`src/rtl/bba_pkg.sv`:
```
// ----------------------------------------------------------------------------
// Bitmap block allocator package
// Field widths, operation and status codes, and the command and status
// structures that join the controller to the datapath.
// ----------------------------------------------------------------------------
`default_nettype none

package bba_pkg;

  localparam int MODE_W    = 2;
  localparam int IN_IDX_W  = 10;
  localparam int STATUS_W  = 3;
  localparam int OUT_IDX_W = 10;
  localparam int CNT_W     = 11;

  localparam logic [CNT_W-1:0] BLOCKS_RESET = 11'd1024;

  localparam logic [MODE_W-1:0] MODE_ALLOC = 2'd0;
  localparam logic [MODE_W-1:0] MODE_FREE  = 2'd1;
  localparam logic [MODE_W-1:0] MODE_CLEAR = 2'd2;

  localparam logic [STATUS_W-1:0] ST_OK      = 3'd0;
  localparam logic [STATUS_W-1:0] ST_NO_FREE = 3'd1;
  localparam logic [STATUS_W-1:0] ST_EMPTY   = 3'd2;
  localparam logic [STATUS_W-1:0] ST_RANGE   = 3'd3;
  localparam logic [STATUS_W-1:0] ST_DOUBLE  = 3'd4;

  typedef enum logic [2:0] {
    RD_NONE,
    RD_PRED,
    RD_IDX,
    RD_FIRST,
    RD_FOLLOW
  } rd_op_t;

  typedef enum logic [1:0] {
    WR_NONE,
    WR_SET,
    WR_CLR
  } wr_op_t;

  typedef enum logic [1:0] {
    PRED_KEEP,
    PRED_SUCC,
    PRED_IDX,
    PRED_ZERO
  } pred_op_t;

  typedef enum logic [1:0] {
    CNT_KEEP,
    CNT_INC,
    CNT_DEC,
    CNT_ZERO
  } cnt_op_t;

  typedef struct packed {
    logic                accept;
    rd_op_t              rd_op;
    wr_op_t              wr_op;
    logic                take_pred;
    logic                take_scan;
    pred_op_t            pred_op;
    cnt_op_t             cnt_op;
    logic                clear_map;
    logic                set_status;
    logic [STATUS_W-1:0] status;
    logic                load_out;
  } cmd_t;

  typedef struct packed {
    logic [MODE_W-1:0] mode;
    logic              alloc_full;
    logic              pred_in_pool;
    logic              pred_free;
    logic              scan_found;
    logic              scan_last;
    logic              succ_in_pool;
    logic              succ_same_word;
    logic              succ_same_free;
    logic              follow_first_free;
    logic              count_zero;
    logic              idx_out;
    logic              idx_used;
    logic              out_busy;
  } sts_t;

endpackage

`default_nettype wire

```
`src/rtl/bitmap_block_allocator_top.sv`:
```
// ----------------------------------------------------------------------------
// Bitmap block allocator
// Allocates, frees and clears fixed-size blocks tracked by a used-bit map,
// with a predicted next-free block and a live block count.
// ----------------------------------------------------------------------------
//  Channel  Signals                                      Direction
//  in       in_valid/in_stall, in_mode, in_block_index   operation in
//  out      out_valid/out_stall, out_status,             result out
//           out_granted_index, out_live_count
//  cfg      cfg_wr_en, cfg_wr_data                       pool size write
//
// One operation is in flight at a time; an allocation that misses the
// prediction runs the word-per-cycle bitmap scan through the single read
// port of the used-bit memory.
// Clear needs no pass over the memory because per-word valid bits drop at once.
// Reset is synchronous and needs no clearing pass.
// A result waits in the output register under stall while the next
// operation is taken.
// ----------------------------------------------------------------------------
`default_nettype none

module bitmap_block_allocator_top #(
  parameter int CAPACITY  = 1024,
  parameter int WORD_BITS = 64
) (
  input  wire logic                              clk,
  input  wire logic                              rst_n,
  input  wire logic                              cfg_wr_en,
  input  wire logic [bba_pkg::CNT_W-1:0]         cfg_wr_data,
  input  wire logic                              in_valid,
  output logic                                   in_stall,
  input  wire logic [bba_pkg::MODE_W-1:0]        in_mode,
  input  wire logic [bba_pkg::IN_IDX_W-1:0]      in_block_index,
  output logic                                   out_valid,
  input  wire logic                              out_stall,
  output logic [bba_pkg::STATUS_W-1:0]           out_status,
  output logic [bba_pkg::OUT_IDX_W-1:0]          out_granted_index,
  output logic [bba_pkg::CNT_W-1:0]              out_live_count
);

  import bba_pkg::*;

  cmd_t cmd;
  sts_t sts;

  bba_ctrl u_ctrl (
    .clk      (clk),
    .rst_n    (rst_n),
    .in_valid (in_valid),
    .in_stall (in_stall),
    .sts      (sts),
    .cmd      (cmd)
  );

  bba_dp #(
    .CAPACITY  (CAPACITY),
    .WORD_BITS (WORD_BITS)
  ) u_dp (
    .clk               (clk),
    .rst_n             (rst_n),
    .cfg_wr_en         (cfg_wr_en),
    .cfg_wr_data       (cfg_wr_data),
    .in_mode           (in_mode),
    .in_block_index    (in_block_index),
    .out_valid         (out_valid),
    .out_stall         (out_stall),
    .out_status        (out_status),
    .out_granted_index (out_granted_index),
    .out_live_count    (out_live_count),
    .cmd               (cmd),
    .sts               (sts)
  );

endmodule

`default_nettype wire

```
`src/rtl/bba_ctrl.sv`:
```
// ----------------------------------------------------------------------------
// Bitmap block allocator controller
// Sequences one operation at a time: decode, bitmap reads, the word scan,
// the bitmap update and the result transfer.
// ----------------------------------------------------------------------------
`default_nettype none

module bba_ctrl (
  input  wire logic          clk,
  input  wire logic          rst_n,
  input  wire logic          in_valid,
  output logic               in_stall,
  input  wire bba_pkg::sts_t sts,
  output bba_pkg::cmd_t      cmd
);

  import bba_pkg::*;

  typedef enum logic [2:0] {
    S_IDLE,
    S_DECODE,
    S_PRED,
    S_SCAN,
    S_GRANT,
    S_FOLLOW,
    S_FREE,
    S_DONE
  } state_t;

  state_t state_r;
  state_t state_nxt;

  always_ff @(posedge clk) begin
    if (!rst_n) begin
      state_r <= S_IDLE;
    end else begin
      state_r <= state_nxt;
    end
  end

  assign in_stall = (state_r != S_IDLE);

  always_comb begin
    state_nxt = state_r;
    cmd       = '0;
    unique case (state_r)
      S_IDLE: begin
        if (in_valid) begin
          cmd.accept = 1'b1;
          state_nxt  = S_DECODE;
        end
      end
      S_DECODE: begin
        unique case (sts.mode)
          MODE_ALLOC: begin
            if (sts.alloc_full) begin
              cmd.set_status = 1'b1;
              cmd.status     = ST_NO_FREE;
              state_nxt      = S_DONE;
            end else if (sts.pred_in_pool) begin
              cmd.rd_op = RD_PRED;
              state_nxt = S_PRED;
            end else begin
              cmd.rd_op = RD_FIRST;
              state_nxt = S_SCAN;
            end
          end
          MODE_FREE: begin
            if (sts.count_zero) begin
              cmd.set_status = 1'b1;
              cmd.status     = ST_EMPTY;
              state_nxt      = S_DONE;
            end else if (sts.idx_out) begin
              cmd.set_status = 1'b1;
              cmd.status     = ST_RANGE;
              state_nxt      = S_DONE;
            end else begin
              cmd.rd_op = RD_IDX;
              state_nxt = S_FREE;
            end
          end
          MODE_CLEAR: begin
            cmd.clear_map  = 1'b1;
            cmd.cnt_op     = CNT_ZERO;
            cmd.pred_op    = PRED_ZERO;
            cmd.set_status = 1'b1;
            cmd.status     = ST_OK;
            state_nxt      = S_DONE;
          end
          default: begin
            cmd.set_status = 1'b1;
            cmd.status     = ST_OK;
            state_nxt      = S_DONE;
          end
        endcase
      end
      S_PRED: begin
        if (sts.pred_free) begin
          cmd.take_pred = 1'b1;
          state_nxt     = S_GRANT;
        end else begin
          cmd.rd_op = RD_FIRST;
          state_nxt = S_SCAN;
        end
      end
      S_SCAN: begin
        if (sts.scan_found) begin
          cmd.take_scan = 1'b1;
          state_nxt     = S_GRANT;
        end else if (sts.scan_last) begin
          cmd.set_status = 1'b1;
          cmd.status     = ST_NO_FREE;
          state_nxt      = S_DONE;
        end else begin
          cmd.rd_op = RD_FOLLOW;
        end
      end
      S_GRANT: begin
        cmd.wr_op      = WR_SET;
        cmd.cnt_op     = CNT_INC;
        cmd.set_status = 1'b1;
        cmd.status     = ST_OK;
        state_nxt      = S_DONE;
        if (sts.succ_in_pool) begin
          if (sts.succ_same_word) begin
            if (sts.succ_same_free) begin
              cmd.pred_op = PRED_SUCC;
            end
          end else begin
            cmd.rd_op = RD_FOLLOW;
            state_nxt = S_FOLLOW;
          end
        end
      end
      S_FOLLOW: begin
        if (sts.follow_first_free) begin
          cmd.pred_op = PRED_SUCC;
        end
        state_nxt = S_DONE;
      end
      S_FREE: begin
        cmd.set_status = 1'b1;
        state_nxt      = S_DONE;
        if (!sts.idx_used) begin
          cmd.status = ST_DOUBLE;
        end else begin
          cmd.status  = ST_OK;
          cmd.wr_op   = WR_CLR;
          cmd.pred_op = PRED_IDX;
          cmd.cnt_op  = CNT_DEC;
        end
      end
      S_DONE: begin
        if (!sts.out_busy) begin
          cmd.load_out = 1'b1;
          state_nxt    = S_IDLE;
        end
      end
      default: begin
        state_nxt = S_IDLE;
      end
    endcase
  end

endmodule

`default_nettype wire

```
`src/rtl/bba_dp.sv`:
```
// ----------------------------------------------------------------------------
// Bitmap block allocator datapath
// Holds the used-bit memory with per-word valid bits, the prediction, the
// live count, the pool size register and the result register.
// ----------------------------------------------------------------------------
`default_nettype none

module bba_dp #(
  parameter int CAPACITY  = 1024,
  parameter int WORD_BITS = 64
) (
  input  wire logic                              clk,
  input  wire logic                              rst_n,
  input  wire logic                              cfg_wr_en,
  input  wire logic [bba_pkg::CNT_W-1:0]         cfg_wr_data,
  input  wire logic [bba_pkg::MODE_W-1:0]        in_mode,
  input  wire logic [bba_pkg::IN_IDX_W-1:0]      in_block_index,
  output logic                                   out_valid,
  input  wire logic                              out_stall,
  output logic [bba_pkg::STATUS_W-1:0]           out_status,
  output logic [bba_pkg::OUT_IDX_W-1:0]          out_granted_index,
  output logic [bba_pkg::CNT_W-1:0]              out_live_count,
  input  wire bba_pkg::cmd_t                     cmd,
  output bba_pkg::sts_t                          sts
);

  import bba_pkg::*;

  localparam int NWORDS = (CAPACITY + WORD_BITS - 1) / WORD_BITS;
  localparam int BW     = $clog2(WORD_BITS);
  localparam int WAW    = (NWORDS > 1) ? $clog2(NWORDS) : 1;
  localparam int IW     = BW + WAW;

  logic [WORD_BITS-1:0] mem [NWORDS];
  logic [NWORDS-1:0]    vld_r;

  logic [WORD_BITS-1:0] rd_data_r;
  logic                 rd_vld_r;
  logic [WAW-1:0]       rd_addr_r;

  logic [CNT_W-1:0]     blocks_r;
  logic [CNT_W-1:0]     count_r;
  logic [IW-1:0]        pred_r;
  logic [IW-1:0]        grant_r;
  logic [MODE_W-1:0]    mode_r;
  logic [IN_IDX_W-1:0]  idx_r;
  logic [STATUS_W-1:0]  res_status_r;

  logic                 out_valid_r;
  logic [STATUS_W-1:0]  out_status_r;
  logic [OUT_IDX_W-1:0] out_granted_r;
  logic [CNT_W-1:0]     out_live_r;

  logic [CNT_W-1:0]     pool_n;
  logic [CNT_W-1:0]     pool_m1;
  logic [CNT_W-1:0]     last_w;
  logic [CNT_W-1:0]     n_hi;
  logic [BW-1:0]        n_bit;
  logic [IW-1:0]        idx_iw;
  logic [WORD_BITS-1:0] eff;
  logic [WORD_BITS-1:0] in_pool;
  logic [WORD_BITS-1:0] free_w;
  logic [BW-1:0]        pos;
  logic                 found;
  logic [BW-1:0]        gbit;
  logic                 rd_en;
  logic [WAW-1:0]       rd_addr;
  logic [WAW-1:0]       wr_addr;
  logic [WORD_BITS-1:0] wr_word;

  assign pool_n  = (32'(blocks_r) > CAPACITY) ? CNT_W'(CAPACITY) : blocks_r;
  assign pool_m1 = pool_n - 1'b1;
  assign last_w  = pool_m1 >> BW;
  assign n_hi    = pool_n >> BW;
  assign n_bit   = pool_n[BW-1:0];
  assign idx_iw  = IW'(idx_r);
  assign eff     = rd_vld_r ? rd_data_r : '0;
  assign gbit    = grant_r[BW-1:0];

  always_comb begin
    for (int b = 0; b < WORD_BITS; b++) begin
      in_pool[b] = (32'(rd_addr_r) < 32'(n_hi)) ||
                   ((32'(rd_addr_r) == 32'(n_hi)) && (BW'(b) < n_bit));
    end
  end

  assign free_w = ~eff & in_pool;
  assign found  = |free_w;

  always_comb begin
    pos = '0;
    for (int b = WORD_BITS - 1; b >= 0; b--) begin
      if (free_w[b]) begin
        pos = BW'(b);
      end
    end
  end

  always_comb begin
    case (cmd.rd_op)
      RD_PRED:   rd_addr = pred_r[IW-1:BW];
      RD_IDX:    rd_addr = idx_iw[IW-1:BW];
      RD_FIRST:  rd_addr = '0;
      RD_FOLLOW: rd_addr = rd_addr_r + 1'b1;
      default:   rd_addr = rd_addr_r;
    endcase
  end

  assign rd_en = (cmd.rd_op != RD_NONE);

  always_comb begin
    if (cmd.wr_op == WR_SET) begin
      wr_addr = grant_r[IW-1:BW];
      wr_word = eff | (WORD_BITS'(1) << gbit);
    end else begin
      wr_addr = idx_iw[IW-1:BW];
      wr_word = eff & ~(WORD_BITS'(1) << idx_iw[BW-1:0]);
    end
  end

  always_ff @(posedge clk) begin
    if (cmd.wr_op != WR_NONE) begin
      mem[wr_addr] <= wr_word;
    end
  end

  always_ff @(posedge clk) begin
    if (rd_en) begin
      rd_data_r <= mem[rd_addr];
      rd_vld_r  <= vld_r[rd_addr];
      rd_addr_r <= rd_addr;
    end
  end

  always_ff @(posedge clk) begin
    if (!rst_n) begin
      vld_r <= '0;
    end else if (cmd.clear_map) begin
      vld_r <= '0;
    end else if (cmd.wr_op != WR_NONE) begin
      vld_r[wr_addr] <= 1'b1;
    end
  end

  always_ff @(posedge clk) begin
    if (!rst_n) begin
      blocks_r    <= BLOCKS_RESET;
      count_r     <= '0;
      pred_r      <= '0;
      out_valid_r <= 1'b0;
    end else begin
      if (cfg_wr_en) begin
        blocks_r <= cfg_wr_data;
      end
      case (cmd.cnt_op)
        CNT_INC:  count_r <= count_r + 1'b1;
        CNT_DEC:  count_r <= count_r - 1'b1;
        CNT_ZERO: count_r <= '0;
        default:  count_r <= count_r;
      endcase
      case (cmd.pred_op)
        PRED_SUCC: pred_r <= grant_r + 1'b1;
        PRED_IDX:  pred_r <= idx_iw;
        PRED_ZERO: pred_r <= '0;
        default:   pred_r <= pred_r;
      endcase
      if (cmd.load_out) begin
        out_valid_r <= 1'b1;
      end else if (!out_stall) begin
        out_valid_r <= 1'b0;
      end
    end
  end

  always_ff @(posedge clk) begin
    if (cmd.accept) begin
      mode_r  <= in_mode;
      idx_r   <= in_block_index;
      grant_r <= '0;
    end else if (cmd.take_pred) begin
      grant_r <= pred_r;
    end else if (cmd.take_scan) begin
      grant_r <= {rd_addr_r, pos};
    end
    if (cmd.set_status) begin
      res_status_r <= cmd.status;
    end
    if (cmd.load_out) begin
      out_status_r  <= res_status_r;
      out_granted_r <= OUT_IDX_W'(grant_r);
      out_live_r    <= count_r;
    end
  end

  assign out_valid         = out_valid_r;
  assign out_status        = out_status_r;
  assign out_granted_index = out_granted_r;
  assign out_live_count    = out_live_r;

  always_comb begin
    sts                   = '0;
    sts.mode              = mode_r;
    sts.alloc_full        = (count_r >= pool_n);
    sts.pred_in_pool      = (32'(pred_r) < 32'(pool_n));
    sts.pred_free         = !eff[pred_r[BW-1:0]];
    sts.scan_found        = found;
    sts.scan_last         = (32'(rd_addr_r) >= 32'(last_w));
    sts.succ_in_pool      = ((32'(grant_r) + 32'd1) < 32'(pool_n));
    sts.succ_same_word    = (gbit != {BW{1'b1}});
    sts.succ_same_free    = !eff[BW'(gbit + 1'b1)];
    sts.follow_first_free = !eff[0];
    sts.count_zero        = (count_r == '0);
    sts.idx_out           = (CNT_W'(idx_r) >= pool_n);
    sts.idx_used          = eff[idx_iw[BW-1:0]];
    sts.out_busy          = out_valid_r && out_stall;
  end

endmodule

`default_nettype wire

```
`config.mk`:
```
export PLATFORM = sky130hd
export DESIGN_NAME = bitmap_block_allocator_top
export DESIGN_NICKNAME = d
export VERILOG_FILES = /design/src/rtl/bba_pkg.sv /design/src/rtl/bitmap_block_allocator_top.sv /design/src/rtl/bba_ctrl.sv /design/src/rtl/bba_dp.sv
export SDC_FILE = /design/constraint.sdc
export NUM_CORES = 2
export LEC_CHECK = 0
export BUFFER_PORTS_ARGS = -buffer_cell sky130_fd_sc_hd__buf_2
export CAP_MARGIN = 5
export CORE_MARGIN = 2
export CORE_UTILIZATION = 35
export CTS_BUF_LIST = sky130_fd_sc_hd__clkbuf_8
export DETAILED_ROUTE_END_ITERATION = 7
export GPL_ROUTABILITY_DRIVEN = 0
export PLACE_DENSITY = 0.53
export SETUP_SLACK_MARGIN = 0.2
export SYNTH_ARGS = -nofsm -noshare
export SYNTH_HDL_FRONTEND = slang
export SYNTH_SLANG_ARGS = --single-unit
```
`constraint.sdc`:
```
create_clock -name clk -period 6.9 [get_ports clk]
set_input_delay 2.07 -clock clk [delete_from_list [all_inputs] [get_ports clk]]
set_output_delay 2.07 -clock clk [all_outputs]
set_load 0.03 [all_outputs]
```
[Word level (Yosys, flattened, before mapping)]
Memories as Yosys holds them, arrays and structs flattened. A register that Yosys moved wholly into a read port is not among the register bits.
Cells that the tools add are included.
Storage, ports and cells
  register bits after elaboration: 106
  bits in writable memories: 1024
  input port bits: 28
  output and inout bits: 26
  word-level logic and storage cells: 416
  memories: 1
Cells by class
  $add $sub $neg: 7
  $lt $le $gt $ge: 77
  eq/ne operators: 26
  shift operators: 2
  multiplexer cells: 138
  bitwise logic cells: 7
  reductions and logical operators: 143
Memories
  u_dp.mem: words 16, width 64, read ports 1, clocked after Yosys merged registers in 1, write ports 1, RTL line bba_dp.sv:34  | logic [WORD_BITS-1:0] mem [NWORDS];
Operators by type and width (number)
  $mux 6: 64
  $lt 6x6->1 const A: 32
  $and 64x64->64: 2
  $mux 64: 2
  $not 64->64: 2
  $shl 1x6->64 const A: 2
  $lt 5x6->1 const A: 16
  $logic_and 1x1->1: 66
  $logic_or 1x1->1: 64
  $or 64x64->64: 1
  $reduce_or 64->1: 1
  $lt 4x6->1 const A: 8
  $mux 3: 14
  $pmux 11 s3: 1
  $lt 32x11->1: 1
  $pmux 4 s4: 2
  $pmux 10 s3: 1
  $mux 4: 7
  $lt 3x6->1 const A: 4
  $mux 1: 24
  $sub 11x1->11 const B: 2
  $lt 6x7->1 const B: 3
  $pmux 3 s7: 1
  $mux 10: 2
  46 further kinds: 78

[Depth between registers and ports, before layout]
  word-level depth: 72
  gate-level depth with buffers: 27
  mapped depth without buffers: 22

[By module]
Synthesis repeated with hierarchy kept, for this count alone.
Unflattened totals
  cell total of the unflattened synthesis: 4520
  area total of the unflattened synthesis: 53583.9 um2
By module, submodules not included
  bba_dp: instances 1, cells an instance 4446, area each 53093.4 um2, seq. area each 35173.7 um2
  bba_ctrl: instances 1, cells an instance 74, area each 490.5 um2, seq. area each 60.1 um2

[Least setup slack after synthesis]
OpenSTA, ideal clock, no wires.
  path type: flip-flop to flip-flop
  start point: reg u_dp.rd_vld_r
  end point: mem u_dp.mem[12][0] (enable)
  library setup time: 0.488 ns
  data arrival time: 5.703 ns
  required time: 6.412 ns
  slack: 0.708 ns
  cell stages (with the launch flop): 15
  buffers on the path: 5
  period minus slack after synthesis: 6.192 ns
  path through: edfxtp_1 > clkbuf_1 > clkbuf_1 > clkbuf_1 > buf_1 > nand2_1 > mux4_2 > mux2i_1 > a32oi_1 > o21ai_0 > nor2b_1 > clkbuf_1 > nand2_1 > o22a_1 > nor2_1
On the way
  longest elaborated chain between the ends: 8
  elaborated cells between the ends (all ways): 10
  classes of those cells: 1 x eq/ne; 8 x mux; 1 x reduce/logical
RTL lines
  start, declared: RTL line bba_dp.sv:38  | logic rd_vld_r;
  start signal, assigned: RTL line bba_dp.sv:130  | rd_vld_r <= vld_r[rd_addr];
  $mux 64 *: RTL line bba_dp.sv:77  | assign eff = rd_vld_r ? rd_data_r : '0;
  $bmux 1 s6 *: RTL line bba_dp.sv:214  | sts.idx_used = eff[idx_iw[BW-1:0]];
  $mux 1 (not written as such) *: RTL line bba_dp.sv:214
  $mux 2 *: RTL line bba_ctrl.sv:144  | if (!sts.idx_used) begin
  $pmux 2 s2 *: RTL line bba_ctrl.sv:46  | unique case (state_r)
  $reduce_bool 2->1: RTL line bba_dp.sv:122  | if (cmd.wr_op != WR_NONE) begin
  $mux 1: RTL line bba_dp.sv:122
  $mux 1 (not written as such): RTL line bba_dp.sv:123  | mem[wr_addr] <= wr_word;
  end, declared: RTL line bba_dp.sv:34
Mark *: on every way between the ends. The rest lies on a longest branch, timed or not. The select of a mux whose other input is x is not followed.

[Worst setup path in the final report]
  start point: reg u_dp.blocks_r[10]
  end point: reg u_dp.rd_data_r[12] (read register of u_dp.mem) (data pin)
On the way
  longest elaborated chain between the ends: 11
  elaborated cells between the ends (all ways): 219
  classes of those cells: 1 x add/sub; 71 x order compare; 5 x eq/ne; 11 x mux; 1 x bitwise; 130 x reduce/logical
RTL lines
  start, declared: RTL line bba_dp.sv:41  | logic [CNT_W-1:0] blocks_r;
  start signal, assigned: RTL line bba_dp.sv:153  | blocks_r <= cfg_wr_data;
  $gt 11x11->1: RTL line bba_dp.sv:71  | assign pool_n = (32'(blocks_r) > CAPACITY) ? CNT_W'(CAPACITY) : blocks_r;
  $mux 11 *: RTL line bba_dp.sv:71
  branches (longest 6 deep; another with $sub 11x1->11)
  $pmux 3 s4 *: RTL line bba_ctrl.sv:46
  $eq 3x3->1, or another cell as far along: RTL line bba_dp.sv:100  | case (cmd.rd_op)
  $pmux 4 s4: RTL line bba_dp.sv:100
  end, declared: RTL line bba_dp.sv:37  | logic [WORD_BITS-1:0] rd_data_r;
Every way passes the cells marked *.
A chain may end at the register's enable or synchronous reset.

==> run metrics <==
CTS tree built; IO Pins 54; grt ovf 0; Pre-Repair DR Iteration Count 6; core area about 0.15 mm²; crit path capture type register; remaining antenna violation count 0; post-layout util ~40%; nets roughly 4k; CTS root buf clkbuf_8; Distinct cells, synth 91; Pins Over Slew Limit 0; Post-Place Cells around 5.7k; Slew Limit Headroom 2.63%; Slew @ Worst Pin 1.46 ns; Final Hold Viols 0; synth warn 0; crit path kind register to register; CP Max Fanout 81; GRT Resource Usage Total approximately 20%; vias in the first global route 32.3k; Critical Path Most Common Cell mux2i_1; Die Height between 300 and 400 µm; max cap viols 0; Hold Buf Count CTS 0; WP depth 18; number of synthesized register bits around 1.2k; hold depth 0; Routed WL roughly 160,000 µm; FMAX 158 MHz; Tmin final 6.33 ns; CTS Buf Count 193; Die X 398 µm; Via Count 33.0k; CTS sink count around 1.2k; Crit path buffers/inverters 3; Avg Inst Size Synth 15.1 µm²; final instance area 0.0620 mm²; FF-to-FF setup slack 0.57 ns; Syn Inst Count ~3.6k; Post-synth ARST share 0%; Startpoint Class register; Synth top area share approximately 62%; hpwl dp 95,600 µm; VDD IR max 326 µV; CP delay by family, top compound AO/OA/AOI/OAI gates; fin crit share a little over 90%; layout cells sized above 1 14.1%; Max Buffers Root-to-Sink 3; die area 0.159 mm²; worst clock skew 0.0461 ns; synthesized net count 3,697; clock latency on the worst-skew pair 0.95 ns; 1st-iter DRT viols around 2.9k; Seq/Total Area, Yosys 64.7%; critical path, cell by cell inv_1 -> nand2_1 -> ha_1 -> and2b_1 -> o211a_1 -> o21ai_0 -> o21ai_0 -> a41oi_1 -> buf_4 -> or4b_4 -> nor4_4 -> a21oi_2 -> mux2i_1 -> o22ai_1 -> o31ai_4 -> buf_12 -> mux2i_1 -> mux2i_1; final setup violation count 0; Initial Utilization 35.3%; H-tree depth 4; Sum Neg Setup Slack 0 ns; filler cell count in the final layout 14.3k; clk slew on worst S/H paths around 0.06 ns; Routed wire per std cell 26.5 µm; power per cell area 439 mW/mm²; initial antenna violation count 2; Placement Cell Area 0.0583 mm²; largest net degree at the start of global routing 82; PortBufs 53; Cell Rows about 140; Hold Crit Class register to register; slowest cell delay on critical path about 0.54 ns; Hold Crit Endpoint u_dp.out_status[1]; Most used DFF post-synth edfxtp_1; HP Start u_dp.res_status_r[1]; Lkg Pwr 23.4 nW; cell area after synthesis 0.0544 mm²; Worst R2R End u_dp.rd_data_r[12]; Slowest cell on crit path or4b_4; Finished Layout Cells 6,034; RSZ-0062 raised after global routing false; DR vias/cell 5.47; Post-synth EDFFs 1,132; Yosys top cell by area edfxtp_1; reg2reg path depth 18; worst path required time around 7.5 ns; R2R Path Start u_dp.blocks_r[10]; first-pass GRT wire length 230,000 µm; largest cells by area after synthesis edfxtp_1 (62%), mux2i_1 (19%), dfxtp_1 (2.3%), mux4_2 (1.9%), ha_1 (1.5%); drt drc 0; outcome finished clean; Area Growth Syn to Fin 13.9%; CP arrival 6.97 ns
sequential cells by signal, indices dropped and copies added, names as in the netlist:
register                flops
u_dp.rd_addr_r              4
u_ctrl.state_r              3
u_dp.out_granted_index     10
u_dp.count_r               11
u_dp.pred_r                10
u_dp.rd_data_r             64
u_dp.mem                 1024
u_dp.idx_iw                10
u_dp.blocks_r              11
u_dp.out_valid              1
u_dp.out_status             3
u_dp.res_status_r           3
u_dp.mode_r                 2
u_dp.rd_vld_r               1
u_dp.out_live_count        11
u_dp.vld_r                 16
u_dp.grant_r               10
metrics by stage:
stage	setup slack, ns	hold slack, ns	power, W
2_1_floorplan	0.708	0.400	0.0177
3_3_place_gp	0.570	0.407	0.0214
3_5_place_dp	0.394	0.411	0.0215
4_1_cts	0.382	0.426	0.0273
5_1_grt	0.246	0.445	0.0285
6_report	0.568	0.422	0.0272
cells by family (layout without fill, tap and decap cells):
family	count (synthesis)	after routing	synth area share [%]
compound gates	463	463	5.85
xor+xnor	20	20	0.322
fa+ha+maj	65	65	1.51
buf+inv	242	625	2.07
flops	1194	1194	64.7
mux	1064	1064	20.6
other cells	0	3	0
simple gates	556	556	4.93
cell type report:
class / count / area, µm² / share of cell area, %
clock buffers: 201 / 2770 / 4.46
inverters: 42 / 158 / 0.254
diodes: 3 / 7.51 / 0.0121
multi-input cells: 2168 / 18300 / 29.5
clock inverters: 153 / 843 / 1.36
flip-flops and latches: 1194 / 35200 / 56.8
well taps: 2044 / 2560 / 4.13
repair buffers: 229 / 2140 / 3.45
where the power goes:
group	internal, W	total [W]	switching (W)
combinational	0.00444	0.0109	0.00651
clock	0.00296	0.00576	0.00280
sequential	0.00959	0.0105	0.000910
cells in the final DEF (no fill, tap or decap), types with 14 or more instances in the layout:
cell	synthesis	layout
edfxtp_1	1132	1132
mux2i_1	1016	1015
clkbuf_8	0	201
nand2_1	159	159
nor2_1	164	146
buf_4	8	132
inv_1	41	119
a21oi_1	116	115
a22oi_1	73	73
ha_1	64	64
dfxtp_1	62	62
buf_2	98	53
o21ai_0	50	50
mux4_2	45	45
buf_12	0	44
clkinv_1	0	39
nand3_1	37	37
nor3_1	37	34
and2_1	33	33
o21a_1	22	22
nor2b_1	22	21
nand2b_1	21	21
a31oi_1	21	21
a211oi_1	18	18
clkinv_2	0	18
a21o_1	16	16
nor2_4	0	16
o22ai_1	15	15
o211ai_1	14	14
cell usage after synthesis (5+ instances only):
master,number
a2111oi_0,7
a211oi_1,18
a21o_1,16
a21oi_1,116
a22o_1,5
a22oi_1,73
a311oi_1,7
a31oi_1,21
a32oi_1,8
and2_1,33
and3_1,10
buf_1,14
buf_2,98
buf_4,8
buf_6,9
clkbuf_1,71
dfxtp_1,62
edfxtp_1,1132
ha_1,64
inv_1,41
mux2i_1,1016
mux4_2,45
nand2_1,159
nand2b_1,21
nand3_1,37
nand3b_1,8
nand4_1,12
nor2_1,164
nor2b_1,22
nor3_1,37
nor3b_1,10
nor4_1,7
o211ai_1,14
o21a_1,22
o21ai_0,50
o21bai_1,11
o221ai_1,5
o22ai_1,15
o311a_1,5
o31ai_1,12
or3_1,9
xnor2_1,12
xor2_1,8
timing repair:
action,in CTS,in global routing
buffers inserted,0,2
endpoints found under the setup margin,0,33
resized for setup,0,1
how the worst max path moves through the flow:
stage / from / end / slack, ns
after CTS: u_dp.blocks_r[10] / u_dp.rd_data_r[46] / 0.38
after floorplan: u_dp.rd_vld_r / u_dp.mem[12][0] / 0.71
after global routing: u_dp.blocks_r[10] / u_dp.rd_data_r[33] / 0.25
final: u_dp.blocks_r[10] / u_dp.rd_data_r[12] / 0.57
after detailed placement: u_dp.blocks_r[10] / u_dp.rd_data_r[46] / 0.39
after global placement: u_dp.blocks_r[10] / u_dp.rd_data_r[3] / 0.57
layer usage:
layer / part of all wire [%] / GRT usage, % / up-vias
li1: - / - / 14600
met1: 44 / 27.2 / 16700
met2: 45 / 31.1 / 1264
met3: 5.9 / 3.41 / 398
met4: 4.6 / 8.84 / 0
met5: 0 / 0 / -
Note: power is estimated with default switching activity, not from simulation.
